===== config.mk =====
export PLATFORM = sky130hd
export DESIGN_NAME = gos_queue
export DESIGN_NICKNAME = d
export VERILOG_FILES = /design/src/sv/gos_pkg.sv /design/src/sv/gos_queue.sv
export SDC_FILE = /design/constraint.sdc
export NUM_CORES = 1
export LEC_CHECK = 0
export BUFFER_PORTS_ARGS = -buffer_cell sky130_fd_sc_hd__buf_2
export CAP_MARGIN = 5
export CORE_MARGIN = 2
export CORE_UTILIZATION = 58
export CTS_BUF_LIST = sky130_fd_sc_hd__clkbuf_2
export DETAILED_ROUTE_END_ITERATION = 10
export GPL_ROUTABILITY_DRIVEN = 0
export PLACE_DENSITY = 0.86
export SYNTH_ARGS = -nofsm -noshare
export SYNTH_HDL_FRONTEND = slang
export SYNTH_SLANG_ARGS = --single-unit

===== constraint.sdc =====
create_clock -name clock -period 8.7 [get_ports clock]
set_input_delay 0.435 -clock clock [delete_from_list [all_inputs] [get_ports clock]]
set_output_delay 0.435 -clock clock [all_outputs]
set_load 0.02 [all_outputs]

===== src/sv/gos_pkg.sv =====
// ----------------------------------------------------------------------------
// gos_pkg: shared types and constants of the gradient orientation similarity
// unit. Field widths, queue entry layout, register map and sequencer states.
// ----------------------------------------------------------------------------
package gos_pkg;

   localparam int GradWidth    = 16;
   localparam int SqWidth      = 32;   // gx*gx + gy*gy
   localparam int MagWidth     = 16;   // floor sqrt of SqWidth bits
   localparam int ThreshWidth  = 17;
   localparam int CountWidth   = 21;
   localparam int SumWidth     = 38;
   localparam int SimWidth     = 18;
   localparam int TermWidth    = 18;
   localparam int ProdWidth    = 32;
   localparam int NumWidth     = 39;   // term_sum + divisor/2
   localparam int StepWidth    = 6;
   localparam int AddrWidth    = 4;
   localparam int DataWidth    = 32;

   localparam logic [TermWidth-1:0]  TermMax  = 18'd131072;
   localparam logic [SumWidth-1:0]   SumMax   = {SumWidth{1'b1}};
   localparam logic [CountWidth-1:0] CountMax = {CountWidth{1'b1}};

   // register indexes (paddr[3:2])
   localparam logic [1:0] RegFixedThresh  = 2'd0;
   localparam logic [1:0] RegMovingThresh = 2'd1;
   localparam logic [1:0] RegMinPixels    = 2'd2;
   localparam logic [1:0] RegUnused       = 2'd3;

   typedef struct packed {
      logic [SqWidth-1:0] sq_fixed;
      logic [SqWidth-1:0] sq_moving;
      logic               dot_neg;
      logic [SqWidth-1:0] dot_mag;
      logic               last;
   } gos_entry_type;

   typedef struct packed {
      logic [ThreshWidth-1:0] fixed_thresh;
      logic [ThreshWidth-1:0] moving_thresh;
      logic [CountWidth-1:0]  min_pixels;
   } gos_cfg_type;

   typedef enum logic [7:0] {
      ST_IDLE  = 8'b0000_0001,
      ST_SQRT  = 8'b0000_0010,
      ST_PROD  = 8'b0000_0100,
      ST_TSET  = 8'b0000_1000,
      ST_TERM  = 8'b0001_0000,
      ST_ACCUM = 8'b0010_0000,
      ST_DSET  = 8'b0100_0000,
      ST_DIV   = 8'b1000_0000
   } gos_state_type;

endpackage


===== src/sv/gos_queue.sv =====
// ----------------------------------------------------------------------------
// gos_queue: two-entry work queue
// Decouples the pixel intake from the arithmetic sequencer.
// ----------------------------------------------------------------------------
module gos_queue
   import gos_pkg::*;
(
   input  logic          clock,
   input  logic          reset,
   input  logic          push,
   input  gos_entry_type push_entry,
   output logic          full,
   input  logic          pop,
   output logic          empty,
   output gos_entry_type pop_entry
);

   gos_entry_type slot_ff [2];
   logic          wr_ptr_ff, rd_ptr_ff;
   logic [1:0]    fill_ff;

   assign full      = fill_ff == 2'd2;
   assign empty     = fill_ff == 2'd0;
   assign pop_entry = slot_ff[rd_ptr_ff];

   always_ff @(posedge clock) begin
      if (reset) begin
         wr_ptr_ff <= 1'b0;
         rd_ptr_ff <= 1'b0;
         fill_ff   <= 2'd0;
      end else begin
         if (push) begin
            wr_ptr_ff <= !wr_ptr_ff;
         end
         if (pop) begin
            rd_ptr_ff <= !rd_ptr_ff;
         end
         fill_ff <= fill_ff + 2'(push) - 2'(pop);
      end
      if (push) begin
         slot_ff[wr_ptr_ff] <= push_entry;
      end
   end

endmodule


==> results.json <==
{
  "status": "complete, no violations",
  "drc_errors": 0,
  "syn-num-nets": 430,
  "synth_cells": 326,
  "drtIter0Drc": 215,
  "p_seq_frac": 0.568,
  "path_class": "reg2out",
  "final_cell_mix": "201 x buf_2, 196 x edfxtp_1, 101 x dlygate4sd3_1",
  "nets": 775,
  "pwr-share-comb": 0.155,
  "hold_buffers": 101,
  "hp-class": "in2reg",
  "multi_input_area_um2": 1300,
  "synth.cell_area_um2": 7360,
  "maxSlewHeadroom": 0.486,
  "final_cell_area_um2": 9970,
  "grt_pass1_wl_mm": 23.3,
  "worst_pin_slew_ns": 0.771,
  "initial_core_util": 0.588,
  "postSynthAreaPerCell_um2": 22.6,
  "ys_top_cells_by_area": "edfxtp_1 80%, mux2_2 12%, mux2_4 4.1%",
  "wl_per_cell_um": 18.2,
  "preCtsSetupSlack_ns": 6.15,
  "fmax_mhz": 303,
  "arrival_ns": 2.87,
  "min_period_over_period": 0.380,
  "path_buf_inv": 2,
  "cts_setup_buffers": 0,
  "ant_nets": 0,
  "cp_top_family": "buffers and inverters",
  "p_clk_frac": 0.277,
  "track_usage": 0.230,
  "p_sw_w": 0.000536,
  "cts_root_buf": "clkbuf_2",
  "clkSlewWorstSetupHoldPaths_ns": 0.11,
  "die_area_um2": 13600,
  "final.setup.worst_slack_ns": 5.40,
  "swShare": 0.264,
  "max_cap_viol_count": 0,
  "slew_violations": 0,
  "hold_viol": 0,
  "die_h_um": 117,
  "powerDensity_nw_per_um2": 204,
  "p_int_w": 0.00150,
  "cts_resized": 0,
  "setup_viol": 0,
  "hpwlAfterDp_mm": 8.69,
  "cp.required_ns": 8.27,
  "cts_sinks": 201,
  "crit_chain": "buf_4, mux2_2, buf_2",
  "finalCriticalPeriod_ns": 3.30,
  "synthDistinctLibCells": 13,
  "drt_first_pass_iters": 4,
  "htree_levels": 2,
  "drt_wl_total_mm": 16.0,
  "layout_commonest_cell": "buf_2",
  "yosysWarnings": 0,
  "ir_worst_vdd_v": 0.000151,
  "overflow": 0,
  "antenna_found_initial": 1,
  "endpoint_kind": "output port",
  "cts_buffers": 48,
  "finalClockSkew_ns": 0.0300,
  "synth_seq_cells": 201,
  "critPathMaxFanout": 55,
  "row_count": 41,
  "numPortBuffers": 201,
  "rsz0062_at_grt": "false",
  "layout.area.seq_um2": 5990,
  "die_w_um": 117,
  "vias_per_cell": 4.97,
  "area_growth_pct": 35.4,
  "max_stage_delay_ns": 0.78,
  "yosys.area.top_type": "edfxtp_1",
  "vias": 4367,
  "cts_tree": "built",
  "dpl_cell_area_um2": 8550,
  "fill_cells": 696,
  "grt_pass1_vias": 4764,
  "yosysSeqAreaShare": 0.813,
  "core_um2": 12500,
  "leakagePower_nw": 3.95,
  "grt_max_degree": 56,
  "drive_gt1_frac": 0.542,
  "crit_slowest_cell": "dfxtp_4",
  "fin_util": 0.796,
  "synth_top_area_frac": 0.800,
  "io_pins": 202,
  "clk_path_buf_depth": 3,
  "setup-tns-final_ns": 0,
  "clk_latency_ns": 0.70,
  "start_kind": "flop"
}
## through the flow
step,cells,power [W],hold slack (ns)
2_1_floorplan,326,0.00136,0.480
3_3_place_gp,692,0.00144,0.496
3_5_place_dp,692,0.00145,0.541
4_1_cts,877,0.00204,0.00637
5_1_grt,878,0.00213,0.0639
6_report,878,0.00203,0.0853
## final cells by class
cell class,instances,share of cell area
Timing Repair Buffer,306,0.205
Clock buffer,74,0.0372
Multi-Input combinational cell,112,0.130
Tap cell,172,0.0216
Sequential cell,201,0.601
Antenna cell,1,0.000251
Inverter,2,0.000753
Clock inverter,10,0.00377
## registers in the layout, indices dropped and copies added, names as in the netlist, named ones only
name / flops
wr_ptr_ff: 1
slot_ff: 196
fill_ff: 2
rd_ptr_ff: 1
## power by group through the flow
stage / Clock [W] / Sequential [W] / Combinational (W)
after floorplan: 0 / 0.00117 / 0.000188
after global placement: 0 / 0.00117 / 0.000268
after detailed placement: 0 / 0.00118 / 0.000274
after CTS: 0.000579 / 0.00115 / 0.000311
after global routing: 0.000633 / 0.00116 / 0.000334
final: 0.000565 / 0.00116 / 0.000315
## worst reg2reg max path, cell delays in order, from the launching register on
cell and delay [ns]:
dfxtp_1 0.43, and2_4 0.58, buf_4 0.73
## synthesized netlist by cell type (all sizes together)
cell type	number
edfxtp	196
mux2	98
buf	11
dfxtp	5
nor2	5
nor2b	3
ha	2
inv	2
xnor2	2
and2	1
xnor3	1
## kinds of logic after synthesis
family,count (synthesis),share of synthesized area
flops,201,0.813
mux,98,0.160
buf+inv,13,0.0119
simple gates,9,0.00595
xor+xnor,3,0.00544
fa+ha+maj,2,0.00340
## worst paths after layout
path | slack [ns] | endpoint | cells after the start | start
setup / recovery | 5.40 | pop_entry[30] | 3 | flop
hold / removal | 0.09 | wr_ptr_ff$_SDFFE_PP0P_ | 3 | push
setup reg to reg | 6.57 | slot_ff[1][3]$_DFFE_PP_ | 2 | wr_ptr_ff$_SDFFE_PP0P_
hold reg to reg | 0.56 | rd_ptr_ff$_SDFFE_PP0P_ | 2 | rd_ptr_ff$_SDFFE_PP0P_
## layer usage
layer | vias to the layer above | part of all wire | track usage
met1 | 2128 | 0.37 | 0.249
met3 | 34 | 0.074 | 0.0701
met5 | - | 0 | 0
met4 | 0 | 0.024 | 0.0957
li1 | 2009 | - | -
met2 | 196 | 0.54 | 0.421
Note: power is estimated with default switching activity, not from simulation.
