**src/sv/gos_pkg.sv**
```systemverilog
// ----------------------------------------------------------------------------
// gos_pkg: shared types and constants of the gradient orientation similarity
// unit. Field widths, queue entry layout, register map and sequencer states.
// ----------------------------------------------------------------------------
package gos_pkg;

   localparam int GradWidth    = 16;
   localparam int SqWidth      = 32;   // gx*gx + gy*gy
   localparam int MagWidth     = 16;   // floor sqrt of SqWidth bits
   localparam int ThreshWidth  = 17;
   localparam int CountWidth   = 21;
   localparam int SumWidth     = 38;
   localparam int SimWidth     = 18;
   localparam int TermWidth    = 18;
   localparam int ProdWidth    = 32;
   localparam int NumWidth     = 39;   // term_sum + divisor/2
   localparam int StepWidth    = 6;
   localparam int AddrWidth    = 4;
   localparam int DataWidth    = 32;

   localparam logic [TermWidth-1:0]  TermMax  = 18'd131072;
   localparam logic [SumWidth-1:0]   SumMax   = {SumWidth{1'b1}};
   localparam logic [CountWidth-1:0] CountMax = {CountWidth{1'b1}};

   // register indexes (paddr[3:2])
   localparam logic [1:0] RegFixedThresh  = 2'd0;
   localparam logic [1:0] RegMovingThresh = 2'd1;
   localparam logic [1:0] RegMinPixels    = 2'd2;
   localparam logic [1:0] RegUnused       = 2'd3;

   typedef struct packed {
      logic [SqWidth-1:0] sq_fixed;
      logic [SqWidth-1:0] sq_moving;
      logic               dot_neg;
      logic [SqWidth-1:0] dot_mag;
      logic               last;
   } gos_entry_type;

   typedef struct packed {
      logic [ThreshWidth-1:0] fixed_thresh;
      logic [ThreshWidth-1:0] moving_thresh;
      logic [CountWidth-1:0]  min_pixels;
   } gos_cfg_type;

   typedef enum logic [7:0] {
      ST_IDLE  = 8'b0000_0001,
      ST_SQRT  = 8'b0000_0010,
      ST_PROD  = 8'b0000_0100,
      ST_TSET  = 8'b0000_1000,
      ST_TERM  = 8'b0001_0000,
      ST_ACCUM = 8'b0010_0000,
      ST_DSET  = 8'b0100_0000,
      ST_DIV   = 8'b1000_0000
   } gos_state_type;

endpackage

```
**src/sv/gos_channels.sv**
```systemverilog


interface gos_rsp_if
   import gos_pkg::*;
   ();
   logic                  valid;
   logic                  ready;
   logic [SimWidth-1:0]   similarity;
   logic [CountWidth-1:0] pixels_used;

   modport source (output valid, similarity, pixels_used, input ready);
   modport sink   (input valid, similarity, pixels_used, output ready);
endinterface

```
**src/sv/gos_back.sv**
```systemverilog
// ----------------------------------------------------------------------------
// gos_back: arithmetic sequencer
// Per pixel: two bit-serial square roots, threshold test, magnitude product,
// bit-serial 1 - cos division and saturating accumulation. On the last pixel:
// bit-serial mean division and result register.
// ----------------------------------------------------------------------------
module gos_back
   import gos_pkg::*;
(
   input  logic          clock,
   input  logic          reset,
   input  logic          empty,
   output logic          pop,
   input  gos_entry_type pop_entry,
   input  gos_cfg_type   cfg,
   gos_rsp_if.source     rsp_chan
);

   gos_state_type          state_ff, state_in;
   gos_entry_type          ent_ff;
   logic [StepWidth-1:0]   step_ff;
   logic [SqWidth-1:0]     fsrc_ff, msrc_ff;
   logic [MagWidth+2:0]    frem_ff, mrem_ff;
   logic [MagWidth-1:0]    froot_ff, mroot_ff;
   logic [ProdWidth-1:0]   prod_ff;
   logic                   used_ff;
   logic [ProdWidth-1:0]   r_ff;
   logic [TermWidth-1:0]   q_ff;
   logic [SumWidth-1:0]    sum_ff;
   logic [CountWidth-1:0]  count_ff;
   logic [NumWidth-1:0]    num_ff;
   logic [CountWidth-1:0]  drem_ff, divisor_ff;
   logic                   zero_div_ff;
   logic                   rsp_valid_ff;
   logic [SimWidth-1:0]    sim_ff;
   logic [CountWidth-1:0]  used_out_ff;

   // square root step signals
   logic [MagWidth+2:0]    frem_t, mrem_t, ftrial, mtrial;
   // term step signals
   logic [ProdWidth:0]     r2;
   logic [TermWidth-1:0]   term_rnd, term;
   logic [SumWidth:0]      sum_add;
   // mean step signals
   logic [CountWidth:0]    drem_t;
   logic [CountWidth-1:0]  div_sel;
   logic [NumWidth-1:0]    quot;
   logic                   out_free;

   assign rsp_chan.valid       = rsp_valid_ff;
   assign rsp_chan.similarity  = sim_ff;
   assign rsp_chan.pixels_used = used_out_ff;
   assign out_free = !rsp_valid_ff || rsp_chan.ready;
   assign pop      = (state_ff == ST_IDLE) && !empty;

   always_comb begin
      frem_t   = {frem_ff[MagWidth:0], fsrc_ff[SqWidth-1 -: 2]};
      mrem_t   = {mrem_ff[MagWidth:0], msrc_ff[SqWidth-1 -: 2]};
      ftrial   = {1'b0, froot_ff, 2'b01};
      mtrial   = {1'b0, mroot_ff, 2'b01};
      r2       = {r_ff, 1'b0};
      term_rnd = q_ff + TermWidth'(r2 >= {1'b0, prod_ff});
      term     = (term_rnd > TermMax) ? TermMax : term_rnd;
      sum_add  = {1'b0, sum_ff} + (SumWidth+1)'(term);
      drem_t   = {drem_ff, num_ff[NumWidth-1]};
      div_sel  = (count_ff > cfg.min_pixels) ? count_ff : cfg.min_pixels;
      quot     = num_ff;
   end

   // sequencer next state
   always_comb begin
      state_in = state_ff;
      unique case (state_ff)
         ST_IDLE:  if (!empty) state_in = ST_SQRT;
         ST_SQRT:  if (step_ff == '0) state_in = ST_PROD;
         ST_PROD:  state_in = ST_TSET;
         ST_TSET:  begin
            if (!used_ff) begin
               state_in = ST_ACCUM;
            end else if (ent_ff.dot_mag >= prod_ff) begin
               state_in = ST_ACCUM;
            end else begin
               state_in = ST_TERM;
            end
         end
         ST_TERM:  if (step_ff == '0) state_in = ST_ACCUM;
         ST_ACCUM: state_in = ent_ff.last ? ST_DSET : ST_IDLE;
         ST_DSET:  state_in = ST_DIV;
         ST_DIV:   if (step_ff == '0 && out_free) state_in = ST_IDLE;
         default:  state_in = ST_IDLE;
      endcase
   end

   always_ff @(posedge clock) begin
      if (reset) begin
         state_ff     <= ST_IDLE;
         sum_ff       <= '0;
         count_ff     <= '0;
         rsp_valid_ff <= 1'b0;
      end else begin
         state_ff <= state_in;
         // raise the result on the final divide step, drop it after the transfer
         if (state_ff == ST_DIV && step_ff == '0 && out_free) begin
            rsp_valid_ff <= 1'b1;
         end else if (rsp_valid_ff && rsp_chan.ready) begin
            rsp_valid_ff <= 1'b0;
         end
         unique case (state_ff)
            // accumulate a used pixel, saturating
            ST_ACCUM: begin
               if (used_ff) begin
                  sum_ff <= sum_add[SumWidth] ? SumMax : sum_add[SumWidth-1:0];
                  if (count_ff != CountMax) begin
                     count_ff <= count_ff + 1'b1;
                  end
               end
            end
            // deliver the mean and clear the frame state
            ST_DIV: begin
               if (step_ff == '0 && out_free) begin
                  sum_ff       <= '0;
                  count_ff     <= '0;
               end
            end
            default: begin
            end
         endcase
      end

      // datapath, no reset needed
      unique case (state_ff)
         // load a queued pixel
         ST_IDLE: begin
            ent_ff   <= pop_entry;
            fsrc_ff  <= pop_entry.sq_fixed;
            msrc_ff  <= pop_entry.sq_moving;
            frem_ff  <= '0;
            mrem_ff  <= '0;
            froot_ff <= '0;
            mroot_ff <= '0;
            step_ff  <= StepWidth'(MagWidth - 1);
         end
         // one root bit for each magnitude
         ST_SQRT: begin
            fsrc_ff <= fsrc_ff << 2;
            msrc_ff <= msrc_ff << 2;
            if (frem_t >= ftrial) begin
               frem_ff  <= frem_t - ftrial;
               froot_ff <= {froot_ff[MagWidth-2:0], 1'b1};
            end else begin
               frem_ff  <= frem_t;
               froot_ff <= {froot_ff[MagWidth-2:0], 1'b0};
            end
            if (mrem_t >= mtrial) begin
               mrem_ff  <= mrem_t - mtrial;
               mroot_ff <= {mroot_ff[MagWidth-2:0], 1'b1};
            end else begin
               mrem_ff  <= mrem_t;
               mroot_ff <= {mroot_ff[MagWidth-2:0], 1'b0};
            end
            step_ff <= step_ff - 1'b1;
         end
         // threshold test and magnitude product
         ST_PROD: begin
            prod_ff <= froot_ff * mroot_ff;
            used_ff <= (ThreshWidth'(froot_ff) > cfg.fixed_thresh) &&
                       (ThreshWidth'(mroot_ff) > cfg.moving_thresh);
         end
         // set up the term division, or settle a clamped term
         ST_TSET: begin
            step_ff <= StepWidth'(15);
            if (!ent_ff.dot_neg) begin
               q_ff <= '0;
               r_ff <= (ent_ff.dot_mag >= prod_ff) ? '0 : prod_ff - ent_ff.dot_mag;
            end else if (ent_ff.dot_mag >= prod_ff) begin
               q_ff <= TermMax;
               r_ff <= '0;
            end else begin
               q_ff <= TermWidth'(1);
               r_ff <= ent_ff.dot_mag;
            end
         end
         // one quotient bit of (P - D) / P
         ST_TERM: begin
            if (r_ff >= prod_ff - r_ff) begin
               r_ff <= r_ff - (prod_ff - r_ff);
               q_ff <= {q_ff[TermWidth-2:0], 1'b1};
            end else begin
               r_ff <= r_ff << 1;
               q_ff <= {q_ff[TermWidth-2:0], 1'b0};
            end
            step_ff <= step_ff - 1'b1;
         end
         // pick the divisor and round the numerator
         ST_DSET: begin
            divisor_ff  <= div_sel;
            zero_div_ff <= div_sel == '0;
            num_ff      <= NumWidth'(sum_ff) + NumWidth'(div_sel >> 1);
            drem_ff     <= '0;
            step_ff     <= StepWidth'(NumWidth);
         end
         // one quotient bit of the mean, then hold for the result register
         ST_DIV: begin
            if (step_ff != '0) begin
               num_ff <= num_ff << 1;
               if (drem_t >= {1'b0, divisor_ff}) begin
                  drem_ff   <= CountWidth'(drem_t - {1'b0, divisor_ff});
                  num_ff[0] <= 1'b1;
               end else begin
                  drem_ff <= drem_t[CountWidth-1:0];
               end
               step_ff <= step_ff - 1'b1;
            end else if (out_free) begin
               if (zero_div_ff) begin
                  sim_ff <= '0;
               end else begin
                  sim_ff <= (quot > NumWidth'(TermMax)) ? TermMax : quot[SimWidth-1:0];
               end
               used_out_ff <= count_ff;
            end
         end
         default: begin
         end
      endcase
   end

endmodule

```
**src/flat_wrapper.sv**
```systemverilog
// flat-port wrapper written by rule: the top's interface ports become plain ports
module gos_back_flat import gos_pkg::*;
  (clock, reset, empty, pop, pop_entry, cfg, rsp_chan_valid, rsp_chan_similarity, rsp_chan_pixels_used, rsp_chan_ready);
  gos_rsp_if rsp_chan_i ();
  input  logic clock;
  input  logic reset;
  input  logic empty;
  output logic pop;
  input  gos_entry_type pop_entry;
  input  gos_cfg_type cfg;
  output wire logic [$bits(rsp_chan_i.valid)-1:0] rsp_chan_valid;
  output wire logic [$bits(rsp_chan_i.similarity)-1:0] rsp_chan_similarity;
  output wire logic [$bits(rsp_chan_i.pixels_used)-1:0] rsp_chan_pixels_used;
  input wire logic [$bits(rsp_chan_i.ready)-1:0] rsp_chan_ready;
  assign rsp_chan_valid = rsp_chan_i.valid;
  assign rsp_chan_similarity = rsp_chan_i.similarity;
  assign rsp_chan_pixels_used = rsp_chan_i.pixels_used;
  assign rsp_chan_i.ready = rsp_chan_ready;
  gos_back u_core (.clock(clock), .reset(reset), .empty(empty), .pop(pop), .pop_entry(pop_entry), .cfg(cfg), .rsp_chan(rsp_chan_i));
endmodule
```
**config.mk**
```make
export PLATFORM = sky130hd
export DESIGN_NAME = gos_back_flat
export DESIGN_NICKNAME = d
export VERILOG_FILES = /design/src/sv/gos_pkg.sv /design/src/sv/gos_channels.sv /design/src/sv/gos_back.sv /design/src/flat_wrapper.sv
export SDC_FILE = /design/constraint.sdc
export NUM_CORES = 2
export LEC_CHECK = 0
export ABC_CLOCK_PERIOD_IN_PS = 10500
export BUFFER_PORTS_ARGS = -buffer_cell sky130_fd_sc_hd__buf_2
export CORE_ASPECT_RATIO = 0.7
export CORE_MARGIN = 8
export CORE_UTILIZATION = 35
export CTS_CLUSTER_DIAMETER = 60
export DETAILED_ROUTE_END_ITERATION = 12
export GPL_TIMING_DRIVEN = 0
export HOLD_SLACK_MARGIN = 0.05
export SETUP_SLACK_MARGIN = 0.15
export SLEW_MARGIN = 20
export SYNTH_ARGS = -nofsm -noshare
export SYNTH_HDL_FRONTEND = slang
export SYNTH_SLANG_ARGS = --single-unit
```
**constraint.sdc**
```tcl
create_clock -name clock -period 10.5 [get_ports clock]
set_input_delay 1.575 -clock clock [delete_from_list [all_inputs] [get_ports clock]]
set_output_delay 1.575 -clock clock [all_outputs]
set_load 0.1 [all_outputs]
```
==> summary.txt <==
Outcome
  – Status: completed

Setup path
  – Crit Path Category: reg2reg
  – Worst reg2reg startpoint: u_core.prod_ff[1]
  – Worst path required time: 11.03 ns
  – Worst Path Max Fanout: 10
  – CP Launch Point: u_core.prod_ff[1]
  – Arr. time, crit path: 9.86 ns
  – Reg-to-reg critical path endpoint: u_core.sum_ff[28]
  – FF-to-FF setup slack: 1.17 ns
  – Largest stage delay on the critical path: 0.84 ns
  – Worst path slowest cell: o2111ai_1
  – Critical Path Sink Type: flop
  – Critical path launch point type: flop
  – Worst Reg-to-Reg Cells: 32

Clock tree
  – Register clock-pin slew on the reported worst setup and hold paths: 0.06 ns
  – CTS tree: yes
  – Cts repair resizes: 0
  – CTS H-tree depth: 2
  – Root Buffer: clkbuf_16
  – Sink Count: 442
  – Clock Path Buffers: 3
  – CTS Hold Buffers Added: 0
  – Total CTS buffers: 56
  – Worst skew pair latency: 0.65 ns
  – Postcts setup bufs: 0

Synth
  – Count leader, synth: nand2_1
  – Asr flop ratio synth: 0%
  – Syn Nets: 5,054
  – Post-synthesis register bit count: 442
  – Post-synth cell types: 100
  – EDFF count, synth: 374
  – Synth area leader: edfxtp_1
  – Sequential area share after synthesis: 32.2%
  – Ys Warns: 0
  – Post-synthesis cell area: 39,100 sq um
  – Synth top cells by count: 591 x nand2_1, 487 x inv_1, 383 x ha_1
  – Top cell type's share of synthesized area: 28.7%
  – Area contributors post-synth: edfxtp_1 29%, ha_1 12%, fa_1 10%, nand2_1 5.7%, inv_1 4.7%
  – Predominant post-synthesis flop cell: edfxtp_1
  – Avg Cell Area, Syn: 9.07 sq um
  – Synth Instances: 4,314

Route
  – Met3 wire len: 12.1 mm
  – Top Layer Used: met4
  – Final WL: 119 mm
  – ANT nets after route: 0
  – WL/cell: 19.5 microns
  – First-pass DRT Iterations: 5
  – Via/cell ratio: 5.40
  – Routed via count: 32,900
  – WL met1: 60.2 mm
  – Residual DRC: 0
  – Wire length on met2: 44.4 mm
  – Initial DRC Count: 3,012

Power and ir drop
  – Leak: 19.6 nW
  – P per Cell Area: 183 nW/um^2
  – Worst VDD drop: 0.000174 V

Die
  – Die width: 416 microns
  – Core area: 111,000 sq um
  – Die area: 123,000 sq um
  – Die Span Y: 296 microns
  – Row count: 102
  – IO Pins: 198
  – Initial Utilization: 35.3%

Layout
  – FF/Latch Area: 12,600 sq um
  – Filler Cell Count: 11,100
  – Final std cells w/o fill: 6,089
  – Layout cells sized above 1: 8.50%
  – Antenna Cells: 0
  – Finished layout cell area: 44,200 sq um
  – Final #Nets: 5,325
  – P&R area growth vs syn: 13.0%
  – Fin util: 40.0%
  – Area of the multi-input gates: 24,200 sq um

Place
  – Dpl cells: 5,983
  – Buffers on Ports: 196
  – RD Place Congestion: 0.914
  – DP Area: 42,200 sq um
  – Detailed Place HPWL: 95.1 mm

Timing
  – Max_slew headroom: 13.0%
  – Slew @ Worst Pin: 1.27 ns
  – Hold Vio Cnt, Final: 0
  – Tcrit/Tclk final: 88.8%
  – Peak Freq: 107 MHz
  – Hold_ws: 0.472 ns
  – # setup viols final: 0
  – Slew Limit Fails: 0
  – Tmin final: 9.33 ns
  – RSZ-0062 raised after global routing: no
  – Skew final: 0.0291 ns

Global route
  – Vias in the first global route: 31,200
  – Total gr overflow: 0
  – GRT Util Overall: 18.6%
  – Antenna violations before repair: 2
  – Largest net degree at the start of global routing: 80
  – First-pass GRT wire length: 182 mm

Hold path
  – Hold EP: u_core.sum_ff[0]
  – Hold path cells: 2
  – HP Start: u_core.sum_ff[0]
  – Hold crit path type: reg2reg

Flow run
  – Max Cap Violations: 0
cell type report:
class	count	share of cell area, %
Buffer	137	1.20
Clock buffer	76	3.57
Clock inverter	30	0.974
Inverter	495	4.23
Multi-Input combinational cell	3240	54.7
Sequential cell	442	28.5
Tap cell	1456	4.12
Timing Repair Buffer	213	2.74
placed cells by master, fill, tap and decap left out, drive strengths merged, types with 188 or more instances in the layout:
master | Yosys | final
edfxtp | 374 | 374
inv | 490 | 498
buf | 24 | 237
nor2 | 379 | 379
o21ai | 188 | 188
fa | 200 | 200
nand2 | 591 | 591
ha | 383 | 383
clkbuf | 113 | 189
a21oi | 237 | 237
per-layer routing:
metal	vias up	global-route usage, %
met4	0	3.14
met2	1283	24.8
met5	-	0
li1	15700	-
met1	15800	29.9
met3	108	4.46
worst max-delay path: cells and delay by family, from the launching register on:
family	cells	cell delay [ns]
compound gates	18	5.30
simple gates	7	1.67
fa+ha+maj	5	1.43
flops	1	0.51
xor+xnor	1	0.20
buf+inv	1	0.08
metrics by stage:
stage	TNS, ns	worst slack (ns)	power, W
floorplan	0	2.75	0.00497
global placement	-123.36	-1.23	0.00590
detailed placement	0	1.21	0.00594
CTS	0	1.15	0.00812
global route	0	0.325	0.00866
finish	0	1.17	0.00808
power breakdown:
part / total, W / internal [W] / switching (W)
registers: 0.00230 / 0.00217 / 0.000127
logic: 0.00366 / 0.00144 / 0.00222
clock network: 0.00212 / 0.00128 / 0.000838
logic make-up (layout without fill, tap and decap cells):
logic type,after synthesis,count (layout),synth area share (%)
xor gates and xnor gates,216,216,4.84
adders and majority gates,583,583,22.5
muxes,63,63,1.68
buffers and inverters,632,951,6.11
DFF,442,442,32.2
and+or+nand+nor,1462,1462,17.2
AOI/OAI and AO/OA,916,916,15.5
worst max path at each step:
stage                              endpoint  slack (ns)  cells after the start
after floorplan           u_core.step_ff[0]        2.75                      6
after CTS                 u_core.sum_ff[28]        1.15                     32
final                     u_core.sum_ff[28]        1.17                     32
after global routing      u_core.sum_ff[37]        0.32                     32
after global placement    u_core.step_ff[4]       -1.23                      6
after detailed placement  u_core.sum_ff[28]        1.21                     32
sequential cells by signal, indices dropped and copies added, names as in the netlist, 32 cells and up:
name and count:
u_core.ent_ff 34, u_core.msrc_ff 32, u_core.num_ff 39, u_core.fsrc_ff 32, u_core.r_ff 32, u_core.prod_ff 32
u_core.sum_ff 38
No activity file was read; power rests on OpenSTA's default activity.
